$ cat src/display_mode_topk_ranker_core_assert.svh
// Assertion macros for the display mode ranker.
// Included by the RTL files that check their own logic; needs clk_i and rst_ni in scope.
`ifndef DISPLAY_MODE_TOPK_RANKER_CORE_ASSERT_SVH
`define DISPLAY_MODE_TOPK_RANKER_CORE_ASSERT_SVH

`ifndef SYNTHESIS
// Check a property on every clock edge outside reset
`define DMTR_ASSERT(lbl, prop) \
  lbl: assert property (@(posedge clk_i) disable iff (!rst_ni) (prop)) \
    else $error("dmtr assertion failed");
// Check a property on every clock edge, reset included
`define DMTR_ASSERT_ALWAYS(lbl, prop) \
  lbl: assert property (@(posedge clk_i) (prop)) \
    else $error("dmtr assertion failed");
`else
`define DMTR_ASSERT(lbl, prop)
`define DMTR_ASSERT_ALWAYS(lbl, prop)
`endif

`endif

$ cat src/dmtr_pkg.sv
// Shared types and constants of the display mode ranker.
// No dependencies; imported by the interfaces and all modules except dmtr_ram.
package dmtr_pkg;

  localparam int DIM_W   = 14;
  localparam int DEPTH_W = 6;
  localparam int RANK_W  = 3;
  localparam int AREA_W  = 2 * DIM_W;
  localparam int PROD_W  = AREA_W + DIM_W;
  localparam int APB_AW  = 5;
  localparam int APB_DW  = 32;

  localparam logic [DIM_W-1:0]   RST_MIN_WIDTH   = 14'd640;
  localparam logic [DIM_W-1:0]   RST_MIN_HEIGHT  = 14'd480;
  localparam logic [DIM_W-1:0]   RST_DESK_WIDTH  = 14'd1920;
  localparam logic [DIM_W-1:0]   RST_DESK_HEIGHT = 14'd1080;
  localparam logic [DEPTH_W-1:0] RST_DESK_DEPTH  = 6'd32;

  typedef enum logic [2:0] {
    REG_MIN_WIDTH   = 3'd0,
    REG_MIN_HEIGHT  = 3'd1,
    REG_DESK_WIDTH  = 3'd2,
    REG_DESK_HEIGHT = 3'd3,
    REG_DESK_DEPTH  = 3'd4
  } cfg_reg_e;

  typedef struct packed {
    logic [DIM_W-1:0]   min_width;
    logic [DIM_W-1:0]   min_height;
    logic [DIM_W-1:0]   desk_width;
    logic [DIM_W-1:0]   desk_height;
    logic [DEPTH_W-1:0] desk_depth;
  } cfg_t;

  typedef struct packed {
    logic              en;
    logic [AREA_W-1:0] a;
    logic [DIM_W-1:0]  b;
  } mul_req_t;

  typedef enum logic [4:0] {
    S_IDLE,
    S_AREA,
    S_DA,
    S_DB,
    S_DN,
    S_RD,
    S_EA,
    S_CMP,
    S_EB,
    S_ED,
    S_EF,
    S_EG,
    S_PLACE,
    S_SH_RD,
    S_SH_WR,
    S_INS,
    S_FIN,
    S_EM_RD,
    S_EM_WAIT,
    S_EM_EMPTY
  } state_e;

endpackage

$ cat src/dmtr_if.sv
// Valid/ready channels of the display mode ranker: offered modes in, ranked picks out.
// Depends on dmtr_pkg for field widths.
interface dmtr_offer_if import dmtr_pkg::*; ();
  logic               valid;
  logic               ready;
  logic [DIM_W-1:0]   offer_width;
  logic [DIM_W-1:0]   offer_height;
  logic [DEPTH_W-1:0] offer_depth;
  logic               final_offer;

  modport source (output valid, offer_width, offer_height, offer_depth, final_offer,
                  input ready);
  modport sink   (input valid, offer_width, offer_height, offer_depth, final_offer,
                  output ready);
endinterface

interface dmtr_pick_if import dmtr_pkg::*; ();
  logic              valid;
  logic              ready;
  logic [DIM_W-1:0]  pick_width;
  logic [DIM_W-1:0]  pick_height;
  logic [RANK_W-1:0] pick_rank;
  logic              list_empty;
  logic              last_pick;

  modport source (output valid, pick_width, pick_height, pick_rank, list_empty, last_pick,
                  input ready);
  modport sink   (input valid, pick_width, pick_height, pick_rank, list_empty, last_pick,
                  output ready);
endinterface

$ cat src/dmtr_ram.sv
// Generic single-write, single-read RAM with registered read data.
// No dependencies.
module dmtr_ram #(
  parameter int WIDTH = 28,
  parameter int DEPTH = 8
) (
  input  logic                                         clk_i,
  input  logic                                         we_i,
  input  logic [((DEPTH > 1) ? $clog2(DEPTH) : 1)-1:0] waddr_i,
  input  logic [WIDTH-1:0]                             wdata_i,
  input  logic                                         re_i,
  input  logic [((DEPTH > 1) ? $clog2(DEPTH) : 1)-1:0] raddr_i,
  output logic [WIDTH-1:0]                             rdata_o
);
  logic [WIDTH-1:0] mem_q [DEPTH];
  logic [WIDTH-1:0] rdata_q;

  // Write port
  always_ff @(posedge clk_i) begin
    if (we_i) begin
      mem_q[waddr_i] <= wdata_i;
    end
  end

  // Registered read port
  always_ff @(posedge clk_i) begin
    if (re_i) begin
      rdata_q <= mem_q[raddr_i];
    end
  end

  assign rdata_o = rdata_q;
endmodule

$ cat src/dmtr_mul.sv
// Shared 28x14 multiplier with a registered product.
// Depends on dmtr_pkg for widths and the request struct.
module dmtr_mul import dmtr_pkg::*; (
  input  logic              clk_i,
  input  mul_req_t          req_i,
  output logic [PROD_W-1:0] prod_o
);
  logic [PROD_W-1:0] prod_d, prod_q;

  assign prod_d = req_i.a * req_i.b;

  // Hold the product until the next request
  always_ff @(posedge clk_i) begin
    if (req_i.en) begin
      prod_q <= prod_d;
    end
  end

  assign prod_o = prod_q;
endmodule

$ cat src/dmtr_cfg.sv
// APB register file for the qualification limits and the desktop mode.
// Depends on dmtr_pkg for the register map and cfg_t.
module dmtr_cfg import dmtr_pkg::*; (
  input  logic              clk_i,
  input  logic              rst_ni,
  input  logic              psel,
  input  logic              penable,
  input  logic              pwrite,
  input  logic [APB_AW-1:0] paddr,
  input  logic [APB_DW-1:0] pwdata,
  output logic [APB_DW-1:0] prdata,
  output logic              pready,
  output cfg_t              cfg_o
);
  cfg_t     cfg_q;
  cfg_reg_e reg_sel;
  logic     wr_en;

  assign reg_sel = cfg_reg_e'(paddr[4:2]);
  assign wr_en   = psel && penable && pwrite;
  assign pready  = 1'b1;

  // Update the addressed register on the access cycle
  always_ff @(posedge clk_i or negedge rst_ni) begin
    if (!rst_ni) begin
      cfg_q.min_width   <= RST_MIN_WIDTH;
      cfg_q.min_height  <= RST_MIN_HEIGHT;
      cfg_q.desk_width  <= RST_DESK_WIDTH;
      cfg_q.desk_height <= RST_DESK_HEIGHT;
      cfg_q.desk_depth  <= RST_DESK_DEPTH;
    end else if (wr_en) begin
      case (reg_sel)
        REG_MIN_WIDTH:   cfg_q.min_width   <= pwdata[DIM_W-1:0];
        REG_MIN_HEIGHT:  cfg_q.min_height  <= pwdata[DIM_W-1:0];
        REG_DESK_WIDTH:  cfg_q.desk_width  <= pwdata[DIM_W-1:0];
        REG_DESK_HEIGHT: cfg_q.desk_height <= pwdata[DIM_W-1:0];
        REG_DESK_DEPTH:  cfg_q.desk_depth  <= pwdata[DEPTH_W-1:0];
        default: ;
      endcase
    end
  end

  // Read back the addressed register
  always_comb begin
    case (reg_sel)
      REG_MIN_WIDTH:   prdata = APB_DW'(cfg_q.min_width);
      REG_MIN_HEIGHT:  prdata = APB_DW'(cfg_q.min_height);
      REG_DESK_WIDTH:  prdata = APB_DW'(cfg_q.desk_width);
      REG_DESK_HEIGHT: prdata = APB_DW'(cfg_q.desk_height);
      REG_DESK_DEPTH:  prdata = APB_DW'(cfg_q.desk_depth);
      default:         prdata = '0;
    endcase
  end

  assign cfg_o = cfg_q;
endmodule

$ cat src/display_mode_topk_ranker_core.sv
// Display mode ranker: one shared multiplier and an entry RAM under a sequencer.
// Per qualified offer: accept and set up, scan each entry (with more multiplies on an area
// tie), shift entries down one by one, then place, insert and finish; unqualified goes to finish.
// A final offer then emits each list entry (the RAM read plus the result).
// One offer at a time; the multiplier is the limiting unit. Reset empties the list.
`include "display_mode_topk_ranker_core_assert.svh"
module display_mode_topk_ranker_core import dmtr_pkg::*; #(
  parameter int MAX_ENTRIES = 8
) (
  input  logic              clk_i,
  input  logic              rst_ni,
  input  logic              psel,
  input  logic              penable,
  input  logic              pwrite,
  input  logic [APB_AW-1:0] paddr,
  input  logic [APB_DW-1:0] pwdata,
  output logic [APB_DW-1:0] prdata,
  output logic              pready,
  dmtr_offer_if.sink        offer_i,
  dmtr_pick_if.source       pick_o
);
  localparam int AW = (MAX_ENTRIES > 1) ? $clog2(MAX_ENTRIES) : 1;
  localparam int CW = $clog2(MAX_ENTRIES + 1);
  localparam logic [CW-1:0] MaxCnt  = CW'(MAX_ENTRIES);
  localparam logic [CW-1:0] LastIdx = CW'(MAX_ENTRIES - 1);

  cfg_t cfg;

  state_e state_q, state_d;
  logic [CW-1:0] cnt_q, cnt_d;
  logic [CW-1:0] j_q, j_d;
  logic [CW-1:0] k_q, k_d;
  logic [CW-1:0] j_inc, k_dec;

  logic [DIM_W-1:0]  w_q, w_d, h_q, h_d;
  logic              fin_q, fin_d;
  logic [AREA_W-1:0] area_q, area_d;
  logic [AREA_W-1:0] dn_q, dn_d;
  logic [AREA_W-1:0] acc_q, acc_d;
  logic [PROD_W-1:0] t_q, t_d;

  mul_req_t          mul_req;
  logic [PROD_W-1:0] prod;
  logic [AREA_W-1:0] prod_lo;
  logic [AREA_W-1:0] diff_abs;

  logic              ram_we, ram_re;
  logic [AW-1:0]     ram_waddr, ram_raddr;
  logic [AREA_W-1:0] ram_wdata, ram_rdata;
  logic [DIM_W-1:0]  rd_w, rd_h;

  logic qual;
  logic emit_last;

  dmtr_cfg u_cfg (
    .clk_i   (clk_i),
    .rst_ni  (rst_ni),
    .psel    (psel),
    .penable (penable),
    .pwrite  (pwrite),
    .paddr   (paddr),
    .pwdata  (pwdata),
    .prdata  (prdata),
    .pready  (pready),
    .cfg_o   (cfg)
  );

  dmtr_mul u_mul (
    .clk_i  (clk_i),
    .req_i  (mul_req),
    .prod_o (prod)
  );

  dmtr_ram #(
    .WIDTH (AREA_W),
    .DEPTH (MAX_ENTRIES)
  ) u_ram (
    .clk_i   (clk_i),
    .we_i    (ram_we),
    .waddr_i (ram_waddr),
    .wdata_i (ram_wdata),
    .re_i    (ram_re),
    .raddr_i (ram_raddr),
    .rdata_o (ram_rdata)
  );

  assign rd_w      = ram_rdata[AREA_W-1:DIM_W];
  assign rd_h      = ram_rdata[DIM_W-1:0];
  assign prod_lo   = prod[AREA_W-1:0];
  assign diff_abs  = (acc_q >= prod_lo) ? (acc_q - prod_lo) : (prod_lo - acc_q);
  assign j_inc     = j_q + 1'b1;
  assign k_dec     = k_q - 1'b1;
  assign emit_last = (j_inc == cnt_q);

  assign qual = (offer_i.offer_depth == cfg.desk_depth) &&
                (offer_i.offer_width >= cfg.min_width) &&
                (offer_i.offer_height >= cfg.min_height);

  // Result port: entry from the RAM read register, or the empty-list marker
  assign offer_i.ready      = (state_q == S_IDLE);
  assign pick_o.valid       = (state_q == S_EM_WAIT) || (state_q == S_EM_EMPTY);
  assign pick_o.pick_width  = (state_q == S_EM_WAIT) ? rd_w : '0;
  assign pick_o.pick_height = (state_q == S_EM_WAIT) ? rd_h : '0;
  assign pick_o.pick_rank   = (state_q == S_EM_WAIT) ? RANK_W'(j_q) : '0;
  assign pick_o.list_empty  = (state_q == S_EM_EMPTY);
  assign pick_o.last_pick   = (state_q == S_EM_EMPTY) || emit_last;

  // Control registers
  always_ff @(posedge clk_i or negedge rst_ni) begin
    if (!rst_ni) begin
      state_q <= S_IDLE;
      cnt_q   <= '0;
      j_q     <= '0;
      k_q     <= '0;
    end else begin
      state_q <= state_d;
      cnt_q   <= cnt_d;
      j_q     <= j_d;
      k_q     <= k_d;
    end
  end

  // Datapath registers
  always_ff @(posedge clk_i) begin
    w_q    <= w_d;
    h_q    <= h_d;
    fin_q  <= fin_d;
    area_q <= area_d;
    dn_q   <= dn_d;
    acc_q  <= acc_d;
    t_q    <= t_d;
  end

  // Sequencer: qualify, scan, shift, insert, emit
  always_comb begin
    state_d   = state_q;
    cnt_d     = cnt_q;
    j_d       = j_q;
    k_d       = k_q;
    w_d       = w_q;
    h_d       = h_q;
    fin_d     = fin_q;
    area_d    = area_q;
    dn_d      = dn_q;
    acc_d     = acc_q;
    t_d       = t_q;
    mul_req   = '0;
    ram_we    = 1'b0;
    ram_waddr = j_q[AW-1:0];
    ram_wdata = {w_q, h_q};
    ram_re    = 1'b0;
    ram_raddr = j_q[AW-1:0];

    case (state_q)
      S_IDLE: begin
        if (offer_i.valid) begin
          w_d     = offer_i.offer_width;
          h_d     = offer_i.offer_height;
          fin_d   = offer_i.final_offer;
          state_d = qual ? S_AREA : S_FIN;
        end
      end
      // Offer area
      S_AREA: begin
        mul_req = '{en: 1'b1, a: AREA_W'(w_q), b: h_q};
        state_d = S_DA;
      end
      S_DA: begin
        area_d  = prod_lo;
        mul_req = '{en: 1'b1, a: AREA_W'(w_q), b: cfg.desk_height};
        state_d = S_DB;
      end
      S_DB: begin
        acc_d   = prod_lo;
        mul_req = '{en: 1'b1, a: AREA_W'(cfg.desk_width), b: h_q};
        state_d = S_DN;
      end
      // Offer aspect distance, then start the scan
      S_DN: begin
        dn_d    = diff_abs;
        j_d     = '0;
        state_d = (cnt_q == '0) ? S_PLACE : S_RD;
      end
      S_RD: begin
        ram_re  = 1'b1;
        state_d = S_EA;
      end
      S_EA: begin
        mul_req = '{en: 1'b1, a: AREA_W'(rd_w), b: rd_h};
        state_d = S_CMP;
      end
      // Compare areas; drop duplicates, stop on smaller area, resolve ties below
      S_CMP: begin
        if (rd_w == w_q && rd_h == h_q) begin
          state_d = S_FIN;
        end else if (area_q < prod_lo) begin
          state_d = S_PLACE;
        end else if (area_q == prod_lo) begin
          mul_req = '{en: 1'b1, a: AREA_W'(rd_w), b: cfg.desk_height};
          state_d = S_EB;
        end else begin
          j_d     = j_inc;
          state_d = (j_inc == cnt_q) ? S_PLACE : S_RD;
        end
      end
      S_EB: begin
        acc_d   = prod_lo;
        mul_req = '{en: 1'b1, a: AREA_W'(cfg.desk_width), b: rd_h};
        state_d = S_ED;
      end
      S_ED: begin
        acc_d   = diff_abs;
        mul_req = '{en: 1'b1, a: dn_q, b: rd_h};
        state_d = S_EF;
      end
      S_EF: begin
        t_d     = prod;
        mul_req = '{en: 1'b1, a: acc_q, b: h_q};
        state_d = S_EG;
      end
      // Tie on area: closer aspect ratio ranks first
      S_EG: begin
        if (t_q < prod) begin
          state_d = S_PLACE;
        end else begin
          j_d     = j_inc;
          state_d = (j_inc == cnt_q) ? S_PLACE : S_RD;
        end
      end
      // Decide drop or insert; grow the list unless full
      S_PLACE: begin
        if (cnt_q == MaxCnt) begin
          if (j_q == MaxCnt) begin
            state_d = S_FIN;
          end else begin
            k_d     = LastIdx;
            state_d = (LastIdx > j_q) ? S_SH_RD : S_INS;
          end
        end else begin
          cnt_d   = cnt_q + 1'b1;
          k_d     = cnt_q;
          state_d = (cnt_q > j_q) ? S_SH_RD : S_INS;
        end
      end
      // Shift entries down one slot, from the tail toward the insert point
      S_SH_RD: begin
        ram_re    = 1'b1;
        ram_raddr = k_dec[AW-1:0];
        state_d   = S_SH_WR;
      end
      S_SH_WR: begin
        ram_we    = 1'b1;
        ram_waddr = k_q[AW-1:0];
        ram_wdata = ram_rdata;
        k_d       = k_dec;
        state_d   = (k_dec > j_q) ? S_SH_RD : S_INS;
      end
      S_INS: begin
        ram_we  = 1'b1;
        state_d = S_FIN;
      end
      S_FIN: begin
        j_d = '0;
        if (fin_q) begin
          state_d = (cnt_q == '0) ? S_EM_EMPTY : S_EM_RD;
        end else begin
          state_d = S_IDLE;
        end
      end
      // Emit the list in rank order, then clear it
      S_EM_RD: begin
        ram_re  = 1'b1;
        state_d = S_EM_WAIT;
      end
      S_EM_WAIT: begin
        if (pick_o.ready) begin
          if (emit_last) begin
            cnt_d   = '0;
            state_d = S_IDLE;
          end else begin
            j_d     = j_inc;
            state_d = S_EM_RD;
          end
        end
      end
      S_EM_EMPTY: begin
        if (pick_o.ready) begin
          state_d = S_IDLE;
        end
      end
      default: state_d = S_IDLE;
    endcase
  end

  `DMTR_ASSERT_ALWAYS(a_cnt_bound, cnt_q <= MaxCnt)
  `DMTR_ASSERT(a_no_overlap, !(offer_i.ready && pick_o.valid))
  `DMTR_ASSERT(a_clear_after_emit, (pick_o.valid && pick_o.ready && pick_o.last_pick) |=> (cnt_q == '0))
  `DMTR_ASSERT(a_insert_in_range, (state_q == S_INS) |-> (j_q < MaxCnt))
endmodule

$ cat src/flat_wrapper.sv
// flat-port wrapper written by rule: the top's interface ports become plain ports
module display_mode_topk_ranker_core_flat import dmtr_pkg::*;
#(
  parameter int MAX_ENTRIES = 8
)
  (clk_i, rst_ni, psel, penable, pwrite, paddr, pwdata, prdata, pready, offer_i_valid, offer_i_offer_width, offer_i_offer_height, offer_i_offer_depth, offer_i_final_offer, offer_i_ready, pick_o_valid, pick_o_pick_width, pick_o_pick_height, pick_o_pick_rank, pick_o_list_empty, pick_o_last_pick, pick_o_ready);
  dmtr_offer_if offer_i_i ();
  dmtr_pick_if pick_o_i ();
  input  logic clk_i;
  input  logic rst_ni;
  input  logic psel;
  input  logic penable;
  input  logic pwrite;
  input  logic [APB_AW-1:0] paddr;
  input  logic [APB_DW-1:0] pwdata;
  output logic [APB_DW-1:0] prdata;
  output logic pready;
  input wire logic [$bits(offer_i_i.valid)-1:0] offer_i_valid;
  input wire logic [$bits(offer_i_i.offer_width)-1:0] offer_i_offer_width;
  input wire logic [$bits(offer_i_i.offer_height)-1:0] offer_i_offer_height;
  input wire logic [$bits(offer_i_i.offer_depth)-1:0] offer_i_offer_depth;
  input wire logic [$bits(offer_i_i.final_offer)-1:0] offer_i_final_offer;
  output wire logic [$bits(offer_i_i.ready)-1:0] offer_i_ready;
  output wire logic [$bits(pick_o_i.valid)-1:0] pick_o_valid;
  output wire logic [$bits(pick_o_i.pick_width)-1:0] pick_o_pick_width;
  output wire logic [$bits(pick_o_i.pick_height)-1:0] pick_o_pick_height;
  output wire logic [$bits(pick_o_i.pick_rank)-1:0] pick_o_pick_rank;
  output wire logic [$bits(pick_o_i.list_empty)-1:0] pick_o_list_empty;
  output wire logic [$bits(pick_o_i.last_pick)-1:0] pick_o_last_pick;
  input wire logic [$bits(pick_o_i.ready)-1:0] pick_o_ready;
  assign offer_i_i.valid = offer_i_valid;
  assign offer_i_i.offer_width = offer_i_offer_width;
  assign offer_i_i.offer_height = offer_i_offer_height;
  assign offer_i_i.offer_depth = offer_i_offer_depth;
  assign offer_i_i.final_offer = offer_i_final_offer;
  assign offer_i_ready = offer_i_i.ready;
  assign pick_o_valid = pick_o_i.valid;
  assign pick_o_pick_width = pick_o_i.pick_width;
  assign pick_o_pick_height = pick_o_i.pick_height;
  assign pick_o_pick_rank = pick_o_i.pick_rank;
  assign pick_o_list_empty = pick_o_i.list_empty;
  assign pick_o_last_pick = pick_o_i.last_pick;
  assign pick_o_i.ready = pick_o_ready;
  display_mode_topk_ranker_core #(.MAX_ENTRIES(MAX_ENTRIES)) u_core (.clk_i(clk_i), .rst_ni(rst_ni), .psel(psel), .penable(penable), .pwrite(pwrite), .paddr(paddr), .pwdata(pwdata), .prdata(prdata), .pready(pready), .offer_i(offer_i_i), .pick_o(pick_o_i));
endmodule
$ cat config.mk
export PLATFORM = sky130hd
export DESIGN_NAME = display_mode_topk_ranker_core_flat
export DESIGN_NICKNAME = d
export VERILOG_FILES = /design/src/dmtr_pkg.sv /design/src/dmtr_if.sv /design/src/dmtr_ram.sv /design/src/dmtr_mul.sv /design/src/dmtr_cfg.sv /design/src/display_mode_topk_ranker_core.sv /design/src/flat_wrapper.sv
export VERILOG_INCLUDE_DIRS = /design/src /design/src/src
export SDC_FILE = /design/constraint.sdc
export NUM_CORES = 2
export LEC_CHECK = 0
export ABC_AREA = 1
export BUFFER_PORTS_ARGS = -buffer_cell sky130_fd_sc_hd__buf_2
export CORE_ASPECT_RATIO = 0.8
export CORE_UTILIZATION = 58
export DETAILED_ROUTE_END_ITERATION = 10
export PLACE_DENSITY = 0.78
export SLEW_MARGIN = 20
export SYNTH_ARGS = -nofsm -noshare
export SYNTH_HDL_FRONTEND = slang
export SYNTH_SLANG_ARGS = --single-unit
$ cat constraint.sdc
create_clock -name clk_i -period 7.6 [get_ports clk_i]
set_input_delay 0.76 -clock clk_i [delete_from_list [all_inputs] [get_ports clk_i]]
set_output_delay 0.76 -clock clk_i [all_outputs]
set_load 0.1 [all_outputs]
; Word level (Yosys, flattened, before mapping)
; Memory sizes are Yosys's and may differ from the RTL's. A register that Yosys moved wholly into a read port is not among the register bits.
; Cells that the tools add are included.
[totals]
mem_bits_rw = 224
output_inout_bits = 68
n_memories = 1
regBits = 276
word_cells = 151
input_bits = 79
[classes]
n_reduce_logical = 28
add_sub_neg = 5
n_mux = 50
order_cmp = 8
mul = 1
n_eq_ne = 41
[memory_table]
columns = memory, depth, width, rd, rd_ports_with_merged_regs, wr, line_no
row1 = u_core.u_ram.mem_q, 8, 28, 1, 1, 1, dmtr_ram.sv:15  ; logic [WIDTH-1:0] mem_q [DEPTH];
[op_table]
columns = operator, count
row1 = $pmux W43 S8, 1
row2 = $mux W43, 3
row3 = $pmux W5 S20, 1
row4 = $pmux W14 S5, 1
row5 = $mux W5, 12
row6 = $mux W28, 2
row7 = $pmux W28 S2, 1
row8 = $sub A28 B28 Y28, 2
row9 = $mux W4, 13
row10 = $lt A42 B42 Y1, 1
row11 = $mul A28 B14 Y42, 1
row12 = $eq A5 B4 Y1 const B, 8
row13 = $eq A14 B14 Y1, 2
row14 = $eq A28 B28 Y1, 1
row15 = $ge A14 B14 Y1, 2
row16 = $ge A28 B28 Y1, 1
row17 = $lt A28 B28 Y1, 1
row18 = $mux W14, 2
row19 = $eq A5 B3 Y1 const B, 4
row20 = $eq A5 B5 Y1 const B, 4
row21 = $ne A2 B2 Y1 const B, 8
row22 = $pmux W4 S2, 2
row23 = $pmux W4 S4, 1
row24 = $reduce_and A2 Y1, 7
row25 = 29 further kinds, 52

; Longest topological paths before layout
[depth]
depth_word = 7
ltp_mapped = 40
mapped_depth_nobuf = 38

; Cells and area by module
; A second synthesis with hierarchy kept.
[unflattened]
cells_unflattened = 5411
area_unflattened_um2 = 43675.6
[by_module_without_submodules]
columns = module, area_each_um2, instances, seq_area_each_um2, cells_per_inst
row1 = dmtr_mul, 14905.5, 1, 1261.2, 1995
row2 = display_mode_topk_ranker_core, 14841.7, 1, 5079.9, 1995
row3 = dmtr_ram, 10677.7, 1, 7567.3, 1014
row4 = dmtr_cfg, 3250.6, 1, 1570.3, 407

; Least setup slack after synthesis
; OpenSTA, ideal clock, no wires.
[synth_path]
path_kind = register to register
start = reg u_core.state_q[4]
end = reg u_core.u_mul.prod_q[27], in the netlist u_core.u_mul.prod_o[27] (data pin)
setup_ps = 259
path_buffers = 1
path_stages_with_launch = 28
required_time_ps = 7341
path_slack_ps = 547
period_less_slack_ps = 7053
t_arrival_ps = 6794
path_cell_list = dfrtp_1 inv_2 nand3_2 inv_2 nand2_2 inv_1 a221oi_1 nand3_1 buf_2 nand2_1 fa_1 fa_1 inv_1 fa_1 fa_1 fa_1 inv_1 fa_1 inv_1 ha_1 a21oi_1 o21ai_0 nor2_1 o21ai_0 a21oi_1 o21ai_0 nand2_1 nand2_1
[synth_via]
elab_chain_cells = 3
elab_cells_between_ends = 10
classes_between = mul (1) / eq/ne (8) / mux (1)
[synth_lines]
columns = element, line_no
row1 = "start, declared", display_mode_topk_ranker_core.sv:29  ; state_e state_q, state_d;
row2 = "start signal, assigned", display_mode_topk_ranker_core.sv:116  ; state_q <= state_d;
row3 = $eq A5 B4 Y1 (tied with other cells), display_mode_topk_ranker_core.sv:154  ; case (state_q)
row4 = $pmux W43 S8 *, display_mode_topk_ranker_core.sv:154
row5 = $mul A28 B14 Y42 *, dmtr_mul.sv:10  ; assign prod_d = req_i.a * req_i.b;
row6 = net u_core.u_mul.prod_d[27], dmtr_mul.sv:8  ; logic [PROD_W-1:0] prod_d, prod_q;
row7 = "end signal, assigned", dmtr_mul.sv:15  ; prod_q <= prod_d;
row8 = "end, declared", dmtr_mul.sv:8
; Mark *: on every way through the listed nets, which the timed path passes. The rest lies on a longest branch.
; A chain may end at the register's enable or synchronous reset.

; Worst setup path in the final report
[layout_path]
start = reg u_core.u_mul.prod_q[10], in the netlist u_core.u_mul.prod_o[10]
end = reg u_core.u_mul.prod_q[26], in the netlist u_core.u_mul.prod_o[26] (data pin)
[layout_via]
elab_chain_cells = 6
elab_cells_between_ends = 7
classes_between = mul (1) / order compare (1) / eq/ne (1) / mux (4)
[layout_lines]
columns = element, line_no
row1 = "parallel branches: the longest is 2 deep, another holds $lt A28 B28 Y1", n/a
row2 = $mux W43 *, display_mode_topk_ranker_core.sv:196  ; end else if (area_q < prod_lo) begin
row3 = $mux W43 *, display_mode_topk_ranker_core.sv:194  ; if (rd_w == w_q && rd_h == h_q) begin
row4 = $pmux W43 S8 *, display_mode_topk_ranker_core.sv:154
row5 = $mul A28 B14 Y42 *, dmtr_mul.sv:10
row6 = net u_core.u_mul.prod_d[26], dmtr_mul.sv:8
; Mark *: on every way through the listed nets, which the timed path passes.

==> run_results.csv <==
group,metric,value,unit
timing,finClkSkew,36.5,ps
setup_path,critical_path.startpoint_type,"register",
logic_synthesis,synth-edff-count,449,
finish,mostFrequentLayoutCells,"1257 x nand2_1, 781 x inv_1, 449 x edfxtp_1",
global_routing,first_global_vias,33400,
setup_path,path_class,"reg2reg",
placement,dpl_cell_area,45300,µm²
logic_synthesis,ys_warn_count,0,
finish,drive_above_1_share,17.0,%
setup_path,worstPathArrival,8060,ps
finish,area_growth,16.4,%
timing,period_minus_slack,7660,ps
clocking,clk_latency,640,ps
setup_path,worstSetupEndpointType,"register",
power_and_ir_drop,peakVddDrop,0.209,mV
logic_synthesis,seq_area_frac_synth,36.8,%
min_path,hp-class,"in2reg",
setup_path,slowest_delay,590,ps
floorplanning,die_area,73500,µm²
setup_path,crit_buf_inv,10,
detailed_routing,drtIter0Drc,4503,
logic_synthesis,netlist-cell-type-count,58,
run,timing.max_cap.violations,0,
setup_path,cp_max_fo,5,
clocking,cts_max_path_buffers,3,
clocking,cts_made_buffers,50,
placement,gp_congestion,1.01,
logic_synthesis,netlist.area_leader.share,32.1,%
power_and_ir_drop,powerDensity,344,nW/µm²
floorplanning,die_y,243,µm
timing,slew_headroom,22.9,%
logic_synthesis,yosys.area.top_type,"edfxtp_1",
floorplanning,start_util,59.1,%
global_routing,antenna_found_initial,1,
placement,place_hpwl,95100,µm
global_routing,grt_usage,34.0,%
setup_path,cpMaxStageDelayCell,"fa_1",
clocking,cts.sinks,528,
placement,io_buffer_count,107,
logic_synthesis,synth_area,42000,µm²
clocking,htree_levels,2,
finish,antennaDiodeCount,0,
logic_synthesis,synth-seq-cells,528,
floorplanning,ios,147,
detailed_routing,drt_first_pass_iters,8,
floorplanning,rows,87,
floorplanning,core,71100,µm²
detailed_routing,drc,0,
timing,hold_viol,0,
global_routing,grt_max_degree,77,
timing,rsz0062_at_grt,"true",
logic_synthesis,ys_top_cells_by_area,"edfxtp_1 32%, fa_1 15%, nand2_1 12%",
clocking,tritoncts,"built",
timing,setup-violations-final,1,
finish,final_cell_area,48900,µm²
global_routing,grt_pass1_wl,190000,µm
setup_path,cpMostUsedCell,"fa_1",
run_status,outcome,"complete, but fails checks",
timing,worst_slew_pin_slew,1150,ps
global_routing,grt_overflow,0,
setup_path,worst-endpoint-required,8010,ps
clocking,clock_tree.root_cell,"clkbuf_16",
logic_synthesis,synth-async-reset-ratio,15.0,%
floorplanning,fp.dieW,303,µm
logic_synthesis,syn_avg_cell_area,8.65,µm²
timing,slew_violations,0,
power_and_ir_drop,leakage,23.1,nW
setup_path,cp_top_family,"adder cells",
finish,fin_nets,5853,
detailed_routing,ant_nets,0,
finish,layout_commonest_cell,"nand2_1",
detailed_routing,totalWireLength,131000,µm
timing,fmaxAchievable,131,MHz
detailed_routing,via_count,35700,
logic_synthesis,synth_cells,4859,
timing,layout_setup_ws,-57.9,ps
detailed_routing,vias_per_cell,5.79,
detailed_routing,avgRoutedWirePerCell,21.3,µm
logic_synthesis,synthFlopType,"edfxtp_1",
timing,fin_crit_sh,101,%
clocking,path_clk_slew,70,ps
run_status,violations,"negative setup slack",
timing,hold_slack,330,ps
report_power, final:
group	switching, mW	internal [mW]	leakage, nW
registers	0.369	3.94	5.08
logic	6.47	3.52	17.3
clock network	1.15	1.38	0.757
total	7.99	8.84	23.1
metrics by stage:
stage	worst slack (ps)	std cells	util (%)	setup TNS, ps	power, mW
after CTS	5.57	6096	66.1	0	15.6
after global routing	-158	6163	68.8	-1830	17.8
after detailed placement	-72.3	6006	63.8	-251	13.1
final	-57.9	6163	68.8	-57.9	16.8
after global placement	55.6	6006	63.8	0	12.9
after floorplan	547	4876	-	0	9.80
cell families (layout without fill, tap and decap cells):
group	after synthesis	after routing	synth area share [%]
AOI/OAI and AO/OA	679	679	9.51
xor gates and xnor gates	95	95	1.98
adders and majority gates	582	582	22.9
buffers and inverters	1042	1395	9.99
DFF	528	528	36.8
other	2	19	0.0179
and+or+nand+nor	1931	1931	18.8
synth_stat cells (33+ instances only):
library cell and n:
a21oi_1 201, and2_1 34, buf_2 78, buf_4 40, clkbuf_1 54, dfrtp_1 64
edfxtp_1 449, fa_1 311, ha_1 271, inv_1 813, inv_2 41, nand2_1 1296
nand3_1 120, nand4_1 48, nor2_1 335, o211ai_1 43, o21ai_0 272, o22ai_1 41
or2_2 33, xnor2_1 33, xor2_1 62
layer usage:
metal | up-vias | track usage (%) | wire [µm]
li1 | 16100 | - | -
met1 | 17200 | 50.1 | 52800
met2 | 2086 | 48.7 | 55900
met3 | 281 | 10.4 | 17900
met4 | 4 | 8.54 | 4670
met5 | - | 1.12 | 123
worst reg2reg max path, delay by kind of cell, from the launching register on:
family	cells	cell delay, ps
DFF	1	520
and+or+nand+nor	10	1260
AOI/OAI and AO/OA	3	770
adders and majority gates	8	3550
buffers and inverters	10	1050
xor gates and xnor gates	1	310
path summary, 6_finish.rpt:
path | startpoint | end | slack, ps | depth (start not counted)
max | u_core.u_mul.prod_o[10] | u_core.u_mul.prod_o[26] | -60 | 32
min | offer_i_final_offer | u_core.fin_q | 330 | 1
max reg2reg | u_core.u_mul.prod_o[10] | u_core.u_mul.prod_o[26] | -60 | 32
min reg2reg | u_core.u_mul.prod_o[38] | u_core.t_q[38] | 450 | 0
max in group asynchronous | rst_ni | u_core.u_cfg.cfg_o[19] | 5880 | 3
min in group asynchronous | rst_ni | u_core.k_q[3] | 530 | 2
timing repair:
action                                  CTS  global route
pin swaps                                 0           111
cloned                                    0            12
hold buffers                              1             0
endpoints found under the setup margin   15            31
gates resized for setup                   5           290
buffers inserted                          0            50
endpoints found under the hold margin    15             0
final cells by class:
cell class	instances	area, µm²
fill	5439	22100
sequential	528	15500
tap	934	1170
multi-input combinational	3306	23600
inverter	855	3210
clock inverter	25	288
clock buffer	64	1330
timing repair buffer	451	3860
flip-flops by register name, summed over array words and instances (netlist names):
signal                cells
u_core.u_ram.mem_q      224
u_core.u_cfg.cfg_o       62
u_core.t_q               42
u_core.u_mul.prod_o      42
u_core.acc_q             28
u_core.area_q            28
u_core.dn_q              28
u_core.u_ram.rdata_o     28
u_core.h_q               14
u_core.w_q               14
u_core.state_q            5
u_core.cnt_q              4
u_core.j_q                4
u_core.k_q                4
u_core.fin_q              1
No activity file was read; power rests on OpenSTA's default activity.
